$ cat config.mk
export PLATFORM = sky130hd
export DESIGN_NAME = freeze_protect_pump_controller_top
export DESIGN_NICKNAME = d
export VERILOG_FILES = /design/src/sv/fppc_pkg.sv /design/src/sv/fppc_cfg.sv /design/src/sv/fppc_ctrl.sv /design/src/sv/freeze_protect_pump_controller_top.sv
export SDC_FILE = /design/constraint.sdc
export NUM_CORES = 1
export LEC_CHECK = 0
export BUFFER_PORTS_ARGS = -buffer_cell sky130_fd_sc_hd__buf_2
export CAP_MARGIN = 20
export CORE_UTILIZATION = 55
export CTS_CLUSTER_SIZE = 12
export DETAILED_ROUTE_END_ITERATION = 8
export GPL_TIMING_DRIVEN = 0
export PLACE_DENSITY = 0.72
export SETUP_SLACK_MARGIN = 0.3
export SLEW_MARGIN = 20
export SYNTH_ARGS = -nofsm -noshare
export SYNTH_HDL_FRONTEND = slang
export SYNTH_HIERARCHICAL = 1
export SYNTH_SLANG_ARGS = --single-unit
$ cat constraint.sdc
create_clock -name i_clk -period 9.4 [get_ports i_clk]
set_clock_uncertainty 0.15 [all_clocks]
set_input_delay 0.47 -clock i_clk [delete_from_list [all_inputs] [get_ports i_clk]]
set_output_delay 0.47 -clock i_clk [all_outputs]
set_load 0.01 [all_outputs]
$ cat src/sv/fppc_pkg.sv
package fppc_pkg;

    // Widths of counters and fields
    localparam int COUNTER_BITS   = 32;
    localparam int STAT_W         = 32;
    localparam int DUR_W          = 16;
    localparam int TEMP_W         = 12;
    localparam int HYST_W         = 11;
    localparam int MSEC_W         = 6;
    localparam int MINUTE_SECONDS = 60;
    localparam int CFG_IDX_W      = 3;
    localparam int CFG_DATA_W     = 16;

    // Command codes
    localparam logic [2:0] CMD_TICK      = 3'd0;
    localparam logic [2:0] CMD_SET_MODE  = 3'd1;
    localparam logic [2:0] CMD_SET_CTRL  = 3'd2;
    localparam logic [2:0] CMD_CLR_FAULT = 3'd3;
    localparam logic [2:0] CMD_CLR_STATS = 3'd4;

    // Pump modes
    localparam logic [1:0] MODE_DISABLED   = 2'd0;
    localparam logic [1:0] MODE_MANUAL_ON  = 2'd1;
    localparam logic [1:0] MODE_MANUAL_OFF = 2'd2;
    localparam logic [1:0] MODE_AUTO       = 2'd3;

    // Fault causes
    localparam logic [1:0] CAUSE_NONE     = 2'd0;
    localparam logic [1:0] CAUSE_LOW_FLOW = 2'd1;
    localparam logic [1:0] CAUSE_RUNTIME  = 2'd2;
    localparam logic [1:0] CAUSE_NO_FLOW  = 2'd3;

    // Register indexes
    localparam logic [CFG_IDX_W-1:0] REG_FREEZE_THRESHOLD  = 3'd0;
    localparam logic [CFG_IDX_W-1:0] REG_FREEZE_HYSTERESIS = 3'd1;
    localparam logic [CFG_IDX_W-1:0] REG_ON_DURATION       = 3'd2;
    localparam logic [CFG_IDX_W-1:0] REG_OFF_DURATION      = 3'd3;
    localparam logic [CFG_IDX_W-1:0] REG_MAX_ON_TIME       = 3'd4;
    localparam logic [CFG_IDX_W-1:0] REG_FLOW_TIMEOUT      = 3'd5;
    localparam logic [CFG_IDX_W-1:0] REG_MIN_PULSES        = 3'd6;
    localparam logic [CFG_IDX_W-1:0] REG_AUTO_ALLOWED      = 3'd7;

    typedef struct packed {
        logic [2:0]               command;
        logic [1:0]               mode;
        logic                     enable;
        logic                     manual_request;
        logic signed [TEMP_W-1:0] temperature;
        logic [DUR_W-1:0]         new_pulses;
    } t_in_item;

    typedef struct packed {
        logic              pump_on;
        logic              fault;
        logic [1:0]        fault_cause;
        logic              state_changed;
        logic [STAT_W-1:0] on_seconds;
        logic [STAT_W-1:0] off_seconds;
        logic [STAT_W-1:0] start_count;
        logic [STAT_W-1:0] pulse_total;
    } t_out_item;

    typedef struct packed {
        logic signed [TEMP_W-1:0] freeze_threshold;
        logic [HYST_W-1:0]        freeze_hysteresis;
        logic [DUR_W-1:0]         on_duration;
        logic [DUR_W-1:0]         off_duration;
        logic [DUR_W-1:0]         max_on_time;
        logic [DUR_W-1:0]         flow_timeout;
        logic [DUR_W-1:0]         min_pulses_per_minute;
        logic                     auto_allowed;
    } t_cfg;

endpackage

$ cat src/sv/fppc_cfg.sv
module fppc_cfg
    import fppc_pkg::*;
(
    input  logic                  i_clk,
    input  logic                  i_rst_n,
    input  logic                  i_cfg_valid,
    output logic                  o_cfg_ready,
    input  logic [CFG_IDX_W-1:0]  i_cfg_index,
    input  logic [CFG_DATA_W-1:0] i_cfg_data,
    output t_cfg                  o_cfg
);

    t_cfg r_cfg;

    // Always take a register write
    assign o_cfg_ready = 1'b1;
    assign o_cfg       = r_cfg;

    // Decode the index and load the register
    always_ff @(posedge i_clk) begin
        if (!i_rst_n) begin
            r_cfg.freeze_threshold      <= TEMP_W'(32);
            r_cfg.freeze_hysteresis     <= HYST_W'(32);
            r_cfg.on_duration           <= DUR_W'(300);
            r_cfg.off_duration          <= DUR_W'(300);
            r_cfg.max_on_time           <= DUR_W'(3600);
            r_cfg.flow_timeout          <= DUR_W'(30);
            r_cfg.min_pulses_per_minute <= '0;
            r_cfg.auto_allowed          <= 1'b1;
        end else if (i_cfg_valid) begin
            case (i_cfg_index)
                REG_FREEZE_THRESHOLD:  r_cfg.freeze_threshold  <= i_cfg_data[TEMP_W-1:0];
                REG_FREEZE_HYSTERESIS: r_cfg.freeze_hysteresis <= i_cfg_data[HYST_W-1:0];
                REG_ON_DURATION:       r_cfg.on_duration       <= i_cfg_data[DUR_W-1:0];
                REG_OFF_DURATION:      r_cfg.off_duration      <= i_cfg_data[DUR_W-1:0];
                REG_MAX_ON_TIME:       r_cfg.max_on_time       <= i_cfg_data[DUR_W-1:0];
                REG_FLOW_TIMEOUT:      r_cfg.flow_timeout      <= i_cfg_data[DUR_W-1:0];
                REG_MIN_PULSES:  r_cfg.min_pulses_per_minute <= i_cfg_data[DUR_W-1:0];
                REG_AUTO_ALLOWED:      r_cfg.auto_allowed      <= i_cfg_data[0];
                default: ;
            endcase
        end
    end

endmodule

$ cat src/sv/fppc_ctrl.sv
module fppc_ctrl
    import fppc_pkg::*;
(
    input  logic      i_clk,
    input  logic      i_rst_n,
    input  logic      i_fire,
    input  t_in_item  i_item,
    input  t_cfg      i_cfg,
    output t_out_item o_result
);

    // Controller state
    logic [1:0]              r_mode, n_mode;
    logic                    r_en, n_en;
    logic                    r_ml, n_ml;
    logic                    r_running, n_running;
    logic                    r_fault, n_fault;
    logic                    r_freeze, n_freeze;
    logic                    r_phase_on, n_phase_on;
    logic [DUR_W-1:0]        r_phase_sec, n_phase_sec;
    logic [DUR_W-1:0]        r_cont_on, n_cont_on;
    logic [DUR_W-1:0]        r_since_pulse, n_since_pulse;
    logic [DUR_W-1:0]        r_min_pulses, n_min_pulses;
    logic [MSEC_W-1:0]       r_min_sec, n_min_sec;
    logic [COUNTER_BITS-1:0] r_on_cnt, n_on_cnt;
    logic [COUNTER_BITS-1:0] r_off_cnt, n_off_cnt;
    logic [COUNTER_BITS-1:0] r_start_cnt, n_start_cnt;
    logic [COUNTER_BITS-1:0] r_pulse_cnt, n_pulse_cnt;

    // Working values
    logic [1:0]              raised;
    logic                    do_eval;
    logic [DUR_W:0]          mp_sum;
    logic [COUNTER_BITS:0]   pc_sum;
    logic [MSEC_W-1:0]       ms_inc;
    logic [DUR_W:0]          ps_inc;
    logic [DUR_W-1:0]        lim;
    logic signed [TEMP_W:0]  temp_x;
    logic signed [TEMP_W:0]  thr_x;
    logic signed [TEMP_W:0]  thr_hi;

    assign temp_x = {i_item.temperature[TEMP_W-1], i_item.temperature};
    assign thr_x  = {i_cfg.freeze_threshold[TEMP_W-1], i_cfg.freeze_threshold};
    assign thr_hi = thr_x + $signed({2'b00, i_cfg.freeze_hysteresis});

    always_comb begin
        n_mode        = r_mode;
        n_en          = r_en;
        n_ml          = r_ml;
        n_running     = r_running;
        n_fault       = r_fault;
        n_freeze      = r_freeze;
        n_phase_on    = r_phase_on;
        n_phase_sec   = r_phase_sec;
        n_cont_on     = r_cont_on;
        n_since_pulse = r_since_pulse;
        n_min_pulses  = r_min_pulses;
        n_min_sec     = r_min_sec;
        n_on_cnt      = r_on_cnt;
        n_off_cnt     = r_off_cnt;
        n_start_cnt   = r_start_cnt;
        n_pulse_cnt   = r_pulse_cnt;
        raised        = CAUSE_NONE;
        do_eval       = 1'b0;
        mp_sum        = {1'b0, r_min_pulses} + {1'b0, i_item.new_pulses};
        pc_sum        = {1'b0, r_pulse_cnt} + (COUNTER_BITS+1)'(i_item.new_pulses);
        ms_inc        = r_min_sec + MSEC_W'(1);
        ps_inc        = '0;
        lim           = '0;

        // Command specific work ahead of the pump evaluation
        case (i_item.command)
            CMD_TICK: begin
                if (i_item.new_pulses != '0) begin
                    n_since_pulse = '0;
                    n_min_pulses  = mp_sum[DUR_W] ? '1 : mp_sum[DUR_W-1:0];
                    n_pulse_cnt   = pc_sum[COUNTER_BITS] ? '1
                                                         : pc_sum[COUNTER_BITS-1:0];
                end else if (r_since_pulse != '1) begin
                    n_since_pulse = r_since_pulse + DUR_W'(1);
                end
                // Close the minute window and check the pulse rate
                if (ms_inc >= MSEC_W'(MINUTE_SECONDS) || ms_inc == '0) begin
                    if (r_running && i_cfg.min_pulses_per_minute != '0 &&
                        n_min_pulses < i_cfg.min_pulses_per_minute && !n_fault) begin
                        n_fault = 1'b1;
                        raised  = CAUSE_LOW_FLOW;
                    end
                    n_min_sec    = '0;
                    n_min_pulses = '0;
                end else begin
                    n_min_sec = ms_inc;
                end
                do_eval = 1'b1;
            end
            CMD_SET_MODE: begin
                if (i_item.mode != r_mode) begin
                    n_phase_on  = 1'b0;
                    n_freeze    = 1'b0;
                    n_phase_sec = '0;
                    n_cont_on   = '0;
                end
                n_mode  = i_item.mode;
                do_eval = 1'b1;
            end
            CMD_SET_CTRL: begin
                n_en    = i_item.enable;
                n_ml    = i_item.manual_request;
                do_eval = 1'b1;
            end
            CMD_CLR_FAULT: begin
                n_fault       = 1'b0;
                n_since_pulse = '0;
                n_min_pulses  = '0;
                n_min_sec     = '0;
                n_cont_on     = '0;
            end
            CMD_CLR_STATS: begin
                n_on_cnt      = '0;
                n_off_cnt     = '0;
                n_start_cnt   = '0;
                n_pulse_cnt   = '0;
                n_phase_sec   = '0;
                n_cont_on     = '0;
                n_since_pulse = '0;
                n_min_pulses  = '0;
                n_min_sec     = '0;
            end
            default: ;
        endcase

        // Evaluate the pump drive
        if (do_eval) begin
            if (n_fault) begin
                n_running   = 1'b0;
                n_phase_on  = 1'b0;
                n_freeze    = 1'b0;
                n_phase_sec = '0;
            end else begin
                case (n_mode)
                    MODE_MANUAL_ON: n_running = n_en & n_ml;
                    MODE_AUTO: begin
                        if (!n_en || !i_cfg.auto_allowed) begin
                            n_running   = 1'b0;
                            n_phase_on  = 1'b0;
                            n_freeze    = 1'b0;
                            n_phase_sec = '0;
                        end else begin
                            // Enter or leave freeze protection with hysteresis
                            if (!n_freeze && temp_x <= thr_x) begin
                                n_freeze    = 1'b1;
                                n_phase_on  = 1'b1;
                                n_phase_sec = '0;
                            end else if (n_freeze && temp_x > thr_hi) begin
                                n_freeze    = 1'b0;
                                n_phase_on  = 1'b0;
                                n_phase_sec = '0;
                            end
                            if (!n_freeze) begin
                                n_running = 1'b0;
                            end else begin
                                // Advance the on/off cycle timer
                                ps_inc    = {1'b0, n_phase_sec} + (DUR_W+1)'(1);
                                lim       = n_phase_on ? i_cfg.on_duration
                                                       : i_cfg.off_duration;
                                if (lim == '0) begin
                                    lim = DUR_W'(1);
                                end
                                n_running = n_phase_on;
                                if (ps_inc >= {1'b0, lim}) begin
                                    n_phase_on  = !n_phase_on;
                                    n_phase_sec = '0;
                                end else begin
                                    n_phase_sec = ps_inc[DUR_W-1:0];
                                end
                            end
                        end
                    end
                    default: n_running = 1'b0;
                endcase
                // Trip on excessive continuous runtime
                if (n_running && n_cont_on >= i_cfg.max_on_time) begin
                    n_running = 1'b0;
                    n_fault   = 1'b1;
                    raised    = CAUSE_RUNTIME;
                end
            end
            if (!r_running && n_running && n_start_cnt != '1) begin
                n_start_cnt = n_start_cnt + COUNTER_BITS'(1);
            end
        end

        // No-flow check and run-time statistics on a tick
        if (i_item.command == CMD_TICK) begin
            if (n_running && i_cfg.flow_timeout != '0 &&
                n_since_pulse >= i_cfg.flow_timeout && !n_fault) begin
                n_fault   = 1'b1;
                raised    = CAUSE_NO_FLOW;
                n_running = 1'b0;
            end
            if (n_running) begin
                if (n_on_cnt != '1) begin
                    n_on_cnt = n_on_cnt + COUNTER_BITS'(1);
                end
                n_cont_on = n_cont_on + DUR_W'(1);
            end else begin
                if (n_off_cnt != '1) begin
                    n_off_cnt = n_off_cnt + COUNTER_BITS'(1);
                end
                n_cont_on = '0;
            end
        end
    end

    // Result of this item
    always_comb begin
        o_result.pump_on       = n_running;
        o_result.fault         = n_fault;
        o_result.fault_cause   = raised;
        o_result.state_changed = n_running != r_running;
        o_result.on_seconds    = STAT_W'(n_on_cnt);
        o_result.off_seconds   = STAT_W'(n_off_cnt);
        o_result.start_count   = STAT_W'(n_start_cnt);
        o_result.pulse_total   = STAT_W'(n_pulse_cnt);
    end

    // Commit the state when the item moves to the result register
    always_ff @(posedge i_clk) begin
        if (!i_rst_n) begin
            r_mode        <= MODE_DISABLED;
            r_en          <= 1'b0;
            r_ml          <= 1'b0;
            r_running     <= 1'b0;
            r_fault       <= 1'b0;
            r_freeze      <= 1'b0;
            r_phase_on    <= 1'b0;
            r_phase_sec   <= '0;
            r_cont_on     <= '0;
            r_since_pulse <= '0;
            r_min_pulses  <= '0;
            r_min_sec     <= '0;
            r_on_cnt      <= '0;
            r_off_cnt     <= '0;
            r_start_cnt   <= '0;
            r_pulse_cnt   <= '0;
        end else if (i_fire) begin
            r_mode        <= n_mode;
            r_en          <= n_en;
            r_ml          <= n_ml;
            r_running     <= n_running;
            r_fault       <= n_fault;
            r_freeze      <= n_freeze;
            r_phase_on    <= n_phase_on;
            r_phase_sec   <= n_phase_sec;
            r_cont_on     <= n_cont_on;
            r_since_pulse <= n_since_pulse;
            r_min_pulses  <= n_min_pulses;
            r_min_sec     <= n_min_sec;
            r_on_cnt      <= n_on_cnt;
            r_off_cnt     <= n_off_cnt;
            r_start_cnt   <= n_start_cnt;
            r_pulse_cnt   <= n_pulse_cnt;
        end
    end

endmodule

$ cat src/sv/freeze_protect_pump_controller_top.sv
// Freeze-protect pump controller.
// Input channel (i_in_valid / o_in_ready / i_in_data) takes one command per
// transfer: a one-second tick with temperature and flow pulses, set mode,
// set controls, clear fault or clear statistics. Every command gives exactly
// one result on the output channel (o_out_valid / i_out_ready / o_out_data):
// pump drive, fault flag and cause, drive change and the four statistics.
// Configuration port (i_cfg_valid / o_cfg_ready / i_cfg_index / i_cfg_data)
// is always ready; write it only while no command is in flight.
// A command taken into the input register is evaluated by combinational
// logic and moves into the result register as soon as that register is free
// or being read; o_out_valid then presents its result.
// Throughput: one command per cycle while the receiver takes every result;
// the evaluation between the input and result registers is combinational.
// When the receiver stalls, the result register holds its result and the
// input register holds one more command; o_in_ready falls once both are full.
// Reset (i_rst_n low, synchronous) clears the pump state, faults, timers and
// statistics, empties both registers and loads the register defaults.
module freeze_protect_pump_controller_top
    import fppc_pkg::*;
(
    input  logic                  i_clk,
    input  logic                  i_rst_n,
    input  logic                  i_in_valid,
    output logic                  o_in_ready,
    input  t_in_item              i_in_data,
    output logic                  o_out_valid,
    input  logic                  i_out_ready,
    output t_out_item             o_out_data,
    input  logic                  i_cfg_valid,
    output logic                  o_cfg_ready,
    input  logic [CFG_IDX_W-1:0]  i_cfg_index,
    input  logic [CFG_DATA_W-1:0] i_cfg_data
);

    logic      r_in_valid;
    t_in_item  r_in;
    logic      r_out_valid;
    t_out_item r_out;
    logic      adv;
    t_cfg      cfg;
    t_out_item result;

    // Move the held command into the result register when it is free
    assign adv        = r_in_valid && (!r_out_valid || i_out_ready);
    assign o_in_ready = !r_in_valid || adv;

    fppc_cfg u_cfg (
        .i_clk       (i_clk),
        .i_rst_n     (i_rst_n),
        .i_cfg_valid (i_cfg_valid),
        .o_cfg_ready (o_cfg_ready),
        .i_cfg_index (i_cfg_index),
        .i_cfg_data  (i_cfg_data),
        .o_cfg       (cfg)
    );

    fppc_ctrl u_ctrl (
        .i_clk    (i_clk),
        .i_rst_n  (i_rst_n),
        .i_fire   (adv),
        .i_item   (r_in),
        .i_cfg    (cfg),
        .o_result (result)
    );

    // Input register
    always_ff @(posedge i_clk) begin
        if (!i_rst_n) begin
            r_in_valid <= 1'b0;
        end else if (o_in_ready) begin
            r_in_valid <= i_in_valid;
        end
    end

    always_ff @(posedge i_clk) begin
        if (o_in_ready && i_in_valid) begin
            r_in <= i_in_data;
        end
    end

    // Result register
    always_ff @(posedge i_clk) begin
        if (!i_rst_n) begin
            r_out_valid <= 1'b0;
        end else if (adv) begin
            r_out_valid <= 1'b1;
        end else if (i_out_ready) begin
            r_out_valid <= 1'b0;
        end
    end

    always_ff @(posedge i_clk) begin
        if (adv) begin
            r_out <= result;
        end
    end

    assign o_out_valid = r_out_valid;
    assign o_out_data  = r_out;

    // A fault raised by a result is always latched in the same result
    a_cause_latched: assert property (@(posedge i_clk) disable iff (!i_rst_n)
        o_out_valid |-> (o_out_data.fault_cause == CAUSE_NONE || o_out_data.fault))
        else $error("fault cause reported without latched fault");

    // An evaluated command always produces a valid result next cycle
    a_adv_result: assert property (@(posedge i_clk) disable iff (!i_rst_n)
        adv |=> r_out_valid)
        else $error("evaluated command lost its result");

    // An empty result register never blocks the input
    a_no_stall: assert property (@(posedge i_clk) disable iff (!i_rst_n)
        !r_out_valid |-> o_in_ready)
        else $error("input stalled with free result register");

endmodule

==> results of run 1 <==
## critical path, delay by kind of cell (launching register included)
kind,cells,cell delay [ns]
flops,1,0.33
simple gates,14,2.35
xor+xnor,1,0.32
fa+ha+maj,5,1.31
compound gates,18,3.79
buf+inv,2,0.24
## cell families after synthesis
group / share of synthesized area
flops: 0.4082
simple gates: 0.2357
other cells: 0.0001356
mux: 0.04713
compound gates: 0.1495
fa+ha+maj: 0.06459
xor+xnor: 0.05034
buf+inv: 0.04451
## stage by stage
stage / hold WS (ns) / instances / total power, uW / TNS [ns]
floorplan: 0.2841 / 3142 / 2542 / 0
global placement: 0.2934 / 3999 / 2731 / -429.73
detailed placement: 0.2988 / 4005 / 2739 / 0
CTS: 0.006572 / 4145 / 4830 / 0
global route: 0.03749 / 4147 / 4955 / 0
finish: 0.02517 / 4148 / 4833 / 0
## placed cells by master (no fill, tap or decap), drive strengths merged, types with 20 or more instances in the layout
master,n
mux2i,128
edfxtp,168
nor4,44
dfxtp,312
and2,28
a22oi,20
dlygate4sd3,41
xor2,83
o211ai,22
inv,121
nand4,85
and3,78
or3,40
nand3,141
nand2,377
a211oi,21
ha,138
nor2,255
nor3,72
xnor2,76
clkbuf,206
nor2b,49
a31oi,36
o21ai,155
o21a,26
buf,250
a21oi,214
a21o,33
nand2b,20
## timing repair
action / in CTS / in global routing
gates resized for setup: 2 / 6
hold buffers: 41 / 0
pin swaps: 0 / 5
hold endpoints to repair: 42 / 0
setup endpoints to repair: 10 / 16
setup buffers: 0 / 2
## power groups by stage
stage               Combinational, uW  Clock [uW]  Sequential, uW
global placement                  443           0            2290
CTS                               476        2120            2240
global route                      521        2190            2240
finish                            492        2110            2240
floorplan                         252           0            2290
detailed placement                460           0            2280
## layer usage
| layer | GRT usage | vias to the layer above |
|---|---|---|
| met5 | 0 | - |
| met4 | 0.2005 | 2 |
| met3 | 0.06570 | 311 |
| met2 | 0.6073 | 1379 |
| met1 | 0.4637 | 12448 |
| li1 | - | 11985 |
## sequential cells by signal (all words and copies together), names as in the netlist
register	count
u_ctrl/r_running	1
u_ctrl/r_min_pulses	16
u_ctrl/r_en	1
u_ctrl/r_start_cnt	32
r_in	35
u_ctrl/r_pulse_cnt	32
u_ctrl/r_min_sec	6
u_ctrl/r_cont_on	16
u_ctrl/r_ml	1
u_cfg/o_cfg	104
u_ctrl/r_phase_sec	16
u_ctrl/r_off_cnt	32
u_ctrl/r_since_pulse	16
u_ctrl/r_fault	1
o_out_valid	1
u_ctrl/r_phase_on	1
u_ctrl/r_freeze	1
u_ctrl/r_on_cnt	32
r_in_valid	1
u_ctrl/r_mode	2
o_out_data	133
## how the worst max path moves through the flow
stage                          startpoint                     end  slack [ns]  depth (start not counted)
after CTS                 u_cfg/o_cfg[81]  u_ctrl/r_phase_sec[14]        0.41                         39
after detailed placement  u_cfg/o_cfg[81]  u_ctrl/r_phase_sec[14]        0.11                         39
after global routing      u_cfg/o_cfg[81]  u_ctrl/r_phase_sec[13]        0.26                         38
after floorplan               o_out_valid   u_ctrl/r_phase_sec[5]        1.08                          9
final                     u_cfg/o_cfg[81]       u_ctrl/r_phase_on        0.77                         40
after global placement        i_out_ready   u_ctrl/r_start_cnt[3]       -2.95                         10
## final cells by class
| class | count | area, um2 |
|---|---|---|
| Fill cell | 4212 | 17440 |
| Multi-Input combinational cell | 2363 | 15210 |
| Sequential cell | 480 | 11290 |
| Clock buffer | 76 | 1515 |
| Timing Repair Buffer | 242 | 1514 |
| Tap cell | 664 | 830.8 |
| Buffer | 179 | 783.3 |
| Inverter | 120 | 450.4 |
| Clock inverter | 23 | 220.2 |
| Antenna cell | 1 | 2.502 |
==> flow_metrics.tcl, run 1 <==
set metrics [dict create \
    status "completed" \
    drv_slew 0 \
    pwr-share-comb 0.102 \
    cts_root_buf "clkbuf_16" \
    clock_path_buffers 3 \
    max_freq_ghz 0.1158 \
    synthTopCellsByArea "dfxtp_1 (23%), edfxtp_1 (18%), ha_1 (6.2%)" \
    irDropWorstVdd_mv 0.1737 \
    netlist.area_leader.share 0.2258 \
    synth_common_cells "nand2_1 (375), dfxtp_1 (312), nor2_1 (253)" \
    ant_nets 0 \
    fin_ws_ns 0.7659 \
    r2r_end "u_ctrl/r_phase_on" \
    die_h_um 226.3 \
    holdPathEnd "u_cfg/o_cfg[42]" \
    synth_cells 3142 \
    yosys.area.top_type "dfxtp_1" \
    ff2ff_setup_slack_ns 0.77 \
    drive_gt1_frac 0.1128 \
    start_kind "flop" \
    synth_most_common_cell "nand2_1" \
    ys_ff_latch 480 \
    maxCapViolCount 0 \
    min_path_type "input pin to flop" \
    worstPathArrival_ns 9.01 \
    finalSetupViolations 0 \
    netSwitchingPower_uw 1248 \
    syn_area_um2 27660 \
    switching_share 0.2583 \
    wirelength_um 96750 \
    p_int_uw 3585 \
    finalInstanceArea_um2 31820 \
    worstPathRequired_ns 9.78 \
    start_util 0.5616 \
    syn2layout_area_growth_pct 15.02 \
    ios 195 \
    avgSynthCellArea_um2 8.804 \
    sequentialPowerShare 0.463 \
    yosysSeqAreaShare 0.4082 \
    worstHoldStart "i_cfg_data[9]" \
    worst_pin_slew_ns 1.276 \
    cts.sinks 480 \
    crit_slowest_cell "a2111o_2" \
    highest_layer "met5" \
    max_stage_delay_ns 0.54 \
    via_per_inst 6.298 \
    max-slew-margin-rel 0.1493 \
    ys.flop_type "dfxtp_1" \
    min_period_over_period 0.9185 \
    first_global_vias 25021 \
    p_clk_frac 0.436 \
    grt_overflow 0 \
    rsz0062_at_grt "no" \
    drt_iter0_markers 2587 \
    cp_common_cell "a21o_1" \
    whs_path_depth 3 \
    cts_max_level 2 \
    place_congestion 0.9772 \
    crit_type "flop to flop" \
    place_ws_ns 0.1067 \
    post_drt_wl_per_cell_um 23.32 \
    p_leak_uw 0.01232 \
    drc 0 \
    insertion_delay_ns 0.62 \
    power_density_nw_per_um2 151.9 \
    cts_buffers 53 \
    worstSetupEndpointType "flop" \
    hold_violations 0 \
    cts_tree "built" \
    path_clk_slew_ns 0.06 \
    post_dp_cell_area_um2 29610 \
    crit_fanout 6 \
    routed-via-count 26125 \
    grt_start_max_net_pins 31 \
    rr_worst_depth 40 \
    die_width_um 226.3 \
    dr_wl_met3_um 8435 \
    grt_first_pass_wirelength_um 144200 \
    r2r_start "u_cfg/o_cfg[81]" \
    final_nets 3639 \
    rows 81 \
    dp_hpwl_um 70630 \
    dr_wl_met2_um 44470 \
    coreArea_um2 49250 \
    first_pass_iters 8 \
    synth.net_count 3342 \
    wl_met1_um 38370 \
    ys_types 110 \
    dieArea_um2 51200 \
    post-route-util 0.6460 \
    grtUsageTotal 0.3708 \
    synth_async_sr_flop_share 0 \
    fin_crit_ns 8.634 \
    synth_edf_count 168 \
    ys_warn_count 6 \
    antenna_found_initial 3 \
    io_buffers 193 \
]
Note: power is estimated with default switching activity, not from simulation.
==> inputs of run 2 (changes only) <==
--- a/config.mk
+++ b/config.mk
@@ -8,6 +8,7 @@
 export BUFFER_PORTS_ARGS = -buffer_cell sky130_fd_sc_hd__buf_2
 export CAP_MARGIN = 20
 export CORE_UTILIZATION = 55
+export CTS_BUF_LIST = sky130_fd_sc_hd__clkbuf_16
 export CTS_CLUSTER_SIZE = 12
 export DETAILED_ROUTE_END_ITERATION = 8
 export GPL_TIMING_DRIVEN = 0
==> flow_metrics.tcl, run 2 (synthesis gave the netlist of run 1 again) <==
set metrics [dict create \
    status "completed" \
    worstPathRequired_ns 9.81 \
    hold_violations 0 \
    start_util 0.5616 \
    clock_path_buffers 3 \
    cts_buffers 53 \
    crit_fanout 8 \
    rsz0062_at_grt "no" \
    fill_cells 4227 \
    r2r_end "u_ctrl/r_phase_sec[6]" \
    syn2layout_area_growth_pct 14.80 \
    crit_slowest_cell "a2111o_2" \
    layout_common_cells "nand2_1 (375), dfxtp_1 (312), nor2_1 (251)" \
    start_kind "flop" \
    dieArea_um2 51200 \
    drt_iter0_markers 2701 \
    via_per_inst 6.281 \
    worstSetupEndpointType "flop" \
    cts_tree "built" \
    max_freq_ghz 0.1154 \
    grt_start_max_net_pins 31 \
    coreArea_um2 49250 \
    max-slew-margin-rel 0.1670 \
    insertion_delay_ns 0.62 \
    grt_overflow 0 \
    grt_first_pass_wirelength_um 144200 \
    finalInstanceArea_um2 31760 \
    place_congestion 0.9772 \
    r2r_start "u_cfg/o_cfg[81]" \
    drv_slew 0 \
    die_h_um 226.3 \
    ff2ff_setup_slack_ns 0.74 \
    max_stage_delay_ns 0.55 \
    ios 195 \
    io_buffers 193 \
    post_drt_wl_per_cell_um 23.29 \
    grtUsageTotal 0.3707 \
    drc 0 \
    drive_gt1_frac 0.1111 \
    rows 81 \
    hold_slack_ns 0.03050 \
    p_leak_uw 0.01235 \
    finalSetupViolations 0 \
    worstPathArrival_ns 9.07 \
    rr_worst_depth 39 \
    layout_commonest_cell "nand2_1" \
    die_width_um 226.3 \
    min_period_over_period 0.9215 \
    fin_crit_ns 8.662 \
    antenna_found_initial 3 \
    dp_hpwl_um 70630 \
    cts_root_buf "clkbuf_16" \
    holdPathEnd "u_cfg/o_cfg[42]" \
    post_dp_cell_area_um2 29610 \
    wirelength_um 96590 \
    cts_max_level 2 \
    setup_tns_ns 0 \
    maxCapViolCount 0 \
    worst_pin_slew_ns 1.249 \
    min_path_type "input pin to flop" \
    ant_nets 0 \
    cts.sinks 480 \
    final_nets 3639 \
    first_pass_iters 6 \
    crit_start "u_cfg/o_cfg[81]" \
    crit_type "flop to flop" \
    routed-via-count 26053 \
    path_clk_slew_ns 0.06 \
    irDropWorstVdd_mv 0.1722 \
    first_global_vias 25017 \
    worstHoldStart "i_cfg_data[9]" \
    power_density_nw_per_um2 150.0 \
    whs_path_depth 3 \
    largest_reg_flops 133 \
]
## run 2: where the power goes
group,switching [uW],internal (uW)
clock network,876,1160
registers,33.3,2200
logic,336,156
## run 2: routing by layer
metal / up-vias / part of all wire / track usage
met5: - / 0.00050 / 0
met4: 2 / 0.055 / 0.2003
met3: 307 / 0.089 / 0.06583
met2: 1347 / 0.46 / 0.6066
met1: 12394 / 0.40 / 0.4642
li1: 12003 / - / -
## run 2: final cells by class
type | instances | area, um2 | area share
Clock inverter | 44 | 299.0 | 0.009417
Multi-Input combinational cell | 2363 | 15210 | 0.4789
Clock buffer | 55 | 1376 | 0.04334
Timing Repair Buffer | 242 | 1514 | 0.04767
Sequential cell | 480 | 11290 | 0.3555
Buffer | 179 | 783.3 | 0.02466
Tap cell | 664 | 830.8 | 0.02616
Antenna cell | 1 | 2.502 | 0.00007880
Inverter | 120 | 450.4 | 0.01418
## run 2: timing repair
action | in CTS | in global routing
setup endpoints to repair | 10 | 16
hold buffers | 41 | 0
endpoints found under the hold margin | 42 | 0
pin swaps | 0 | 5
resized for setup | 2 | 6
buffers inserted | 0 | 2
## run 2: how the worst max path moves through the flow
stage,end,cells past startpoint,slack (ns)
after floorplan,u_ctrl/r_phase_sec[5],9,1.08
after global placement,u_ctrl/r_start_cnt[3],10,-2.95
after detailed placement,u_ctrl/r_phase_sec[14],39,0.11
after CTS,u_ctrl/r_phase_sec[14],39,0.41
after global routing,u_ctrl/r_phase_sec[13],38,0.27
final,u_ctrl/r_phase_sec[6],39,0.74
## run 2: worst max-delay path: cells and delay by family (launching register included)
family | cells | cell delay, ns
XOR/XNOR | 1 | 0.32
flip-flops | 1 | 0.33
AND/OR/NAND/NOR | 13 | 2.32
AO/OA/AOI/OAI | 18 | 3.92
buffers and inverters | 2 | 0.24
adder cells (fa/ha/maj) | 5 | 1.32
## run 2: metrics by stage
stage	power, uW	setup slack, ns	std cells	util
final	4765	0.7377	4148	0.6447
after CTS	4765	0.4139	4145	0.6437
after global routing	4891	0.2651	4147	0.6447
after global placement	2731	-2.954	3999	0.5981
after floorplan	2542	1.084	3142	-
after detailed placement	2739	0.1067	4005	0.6012
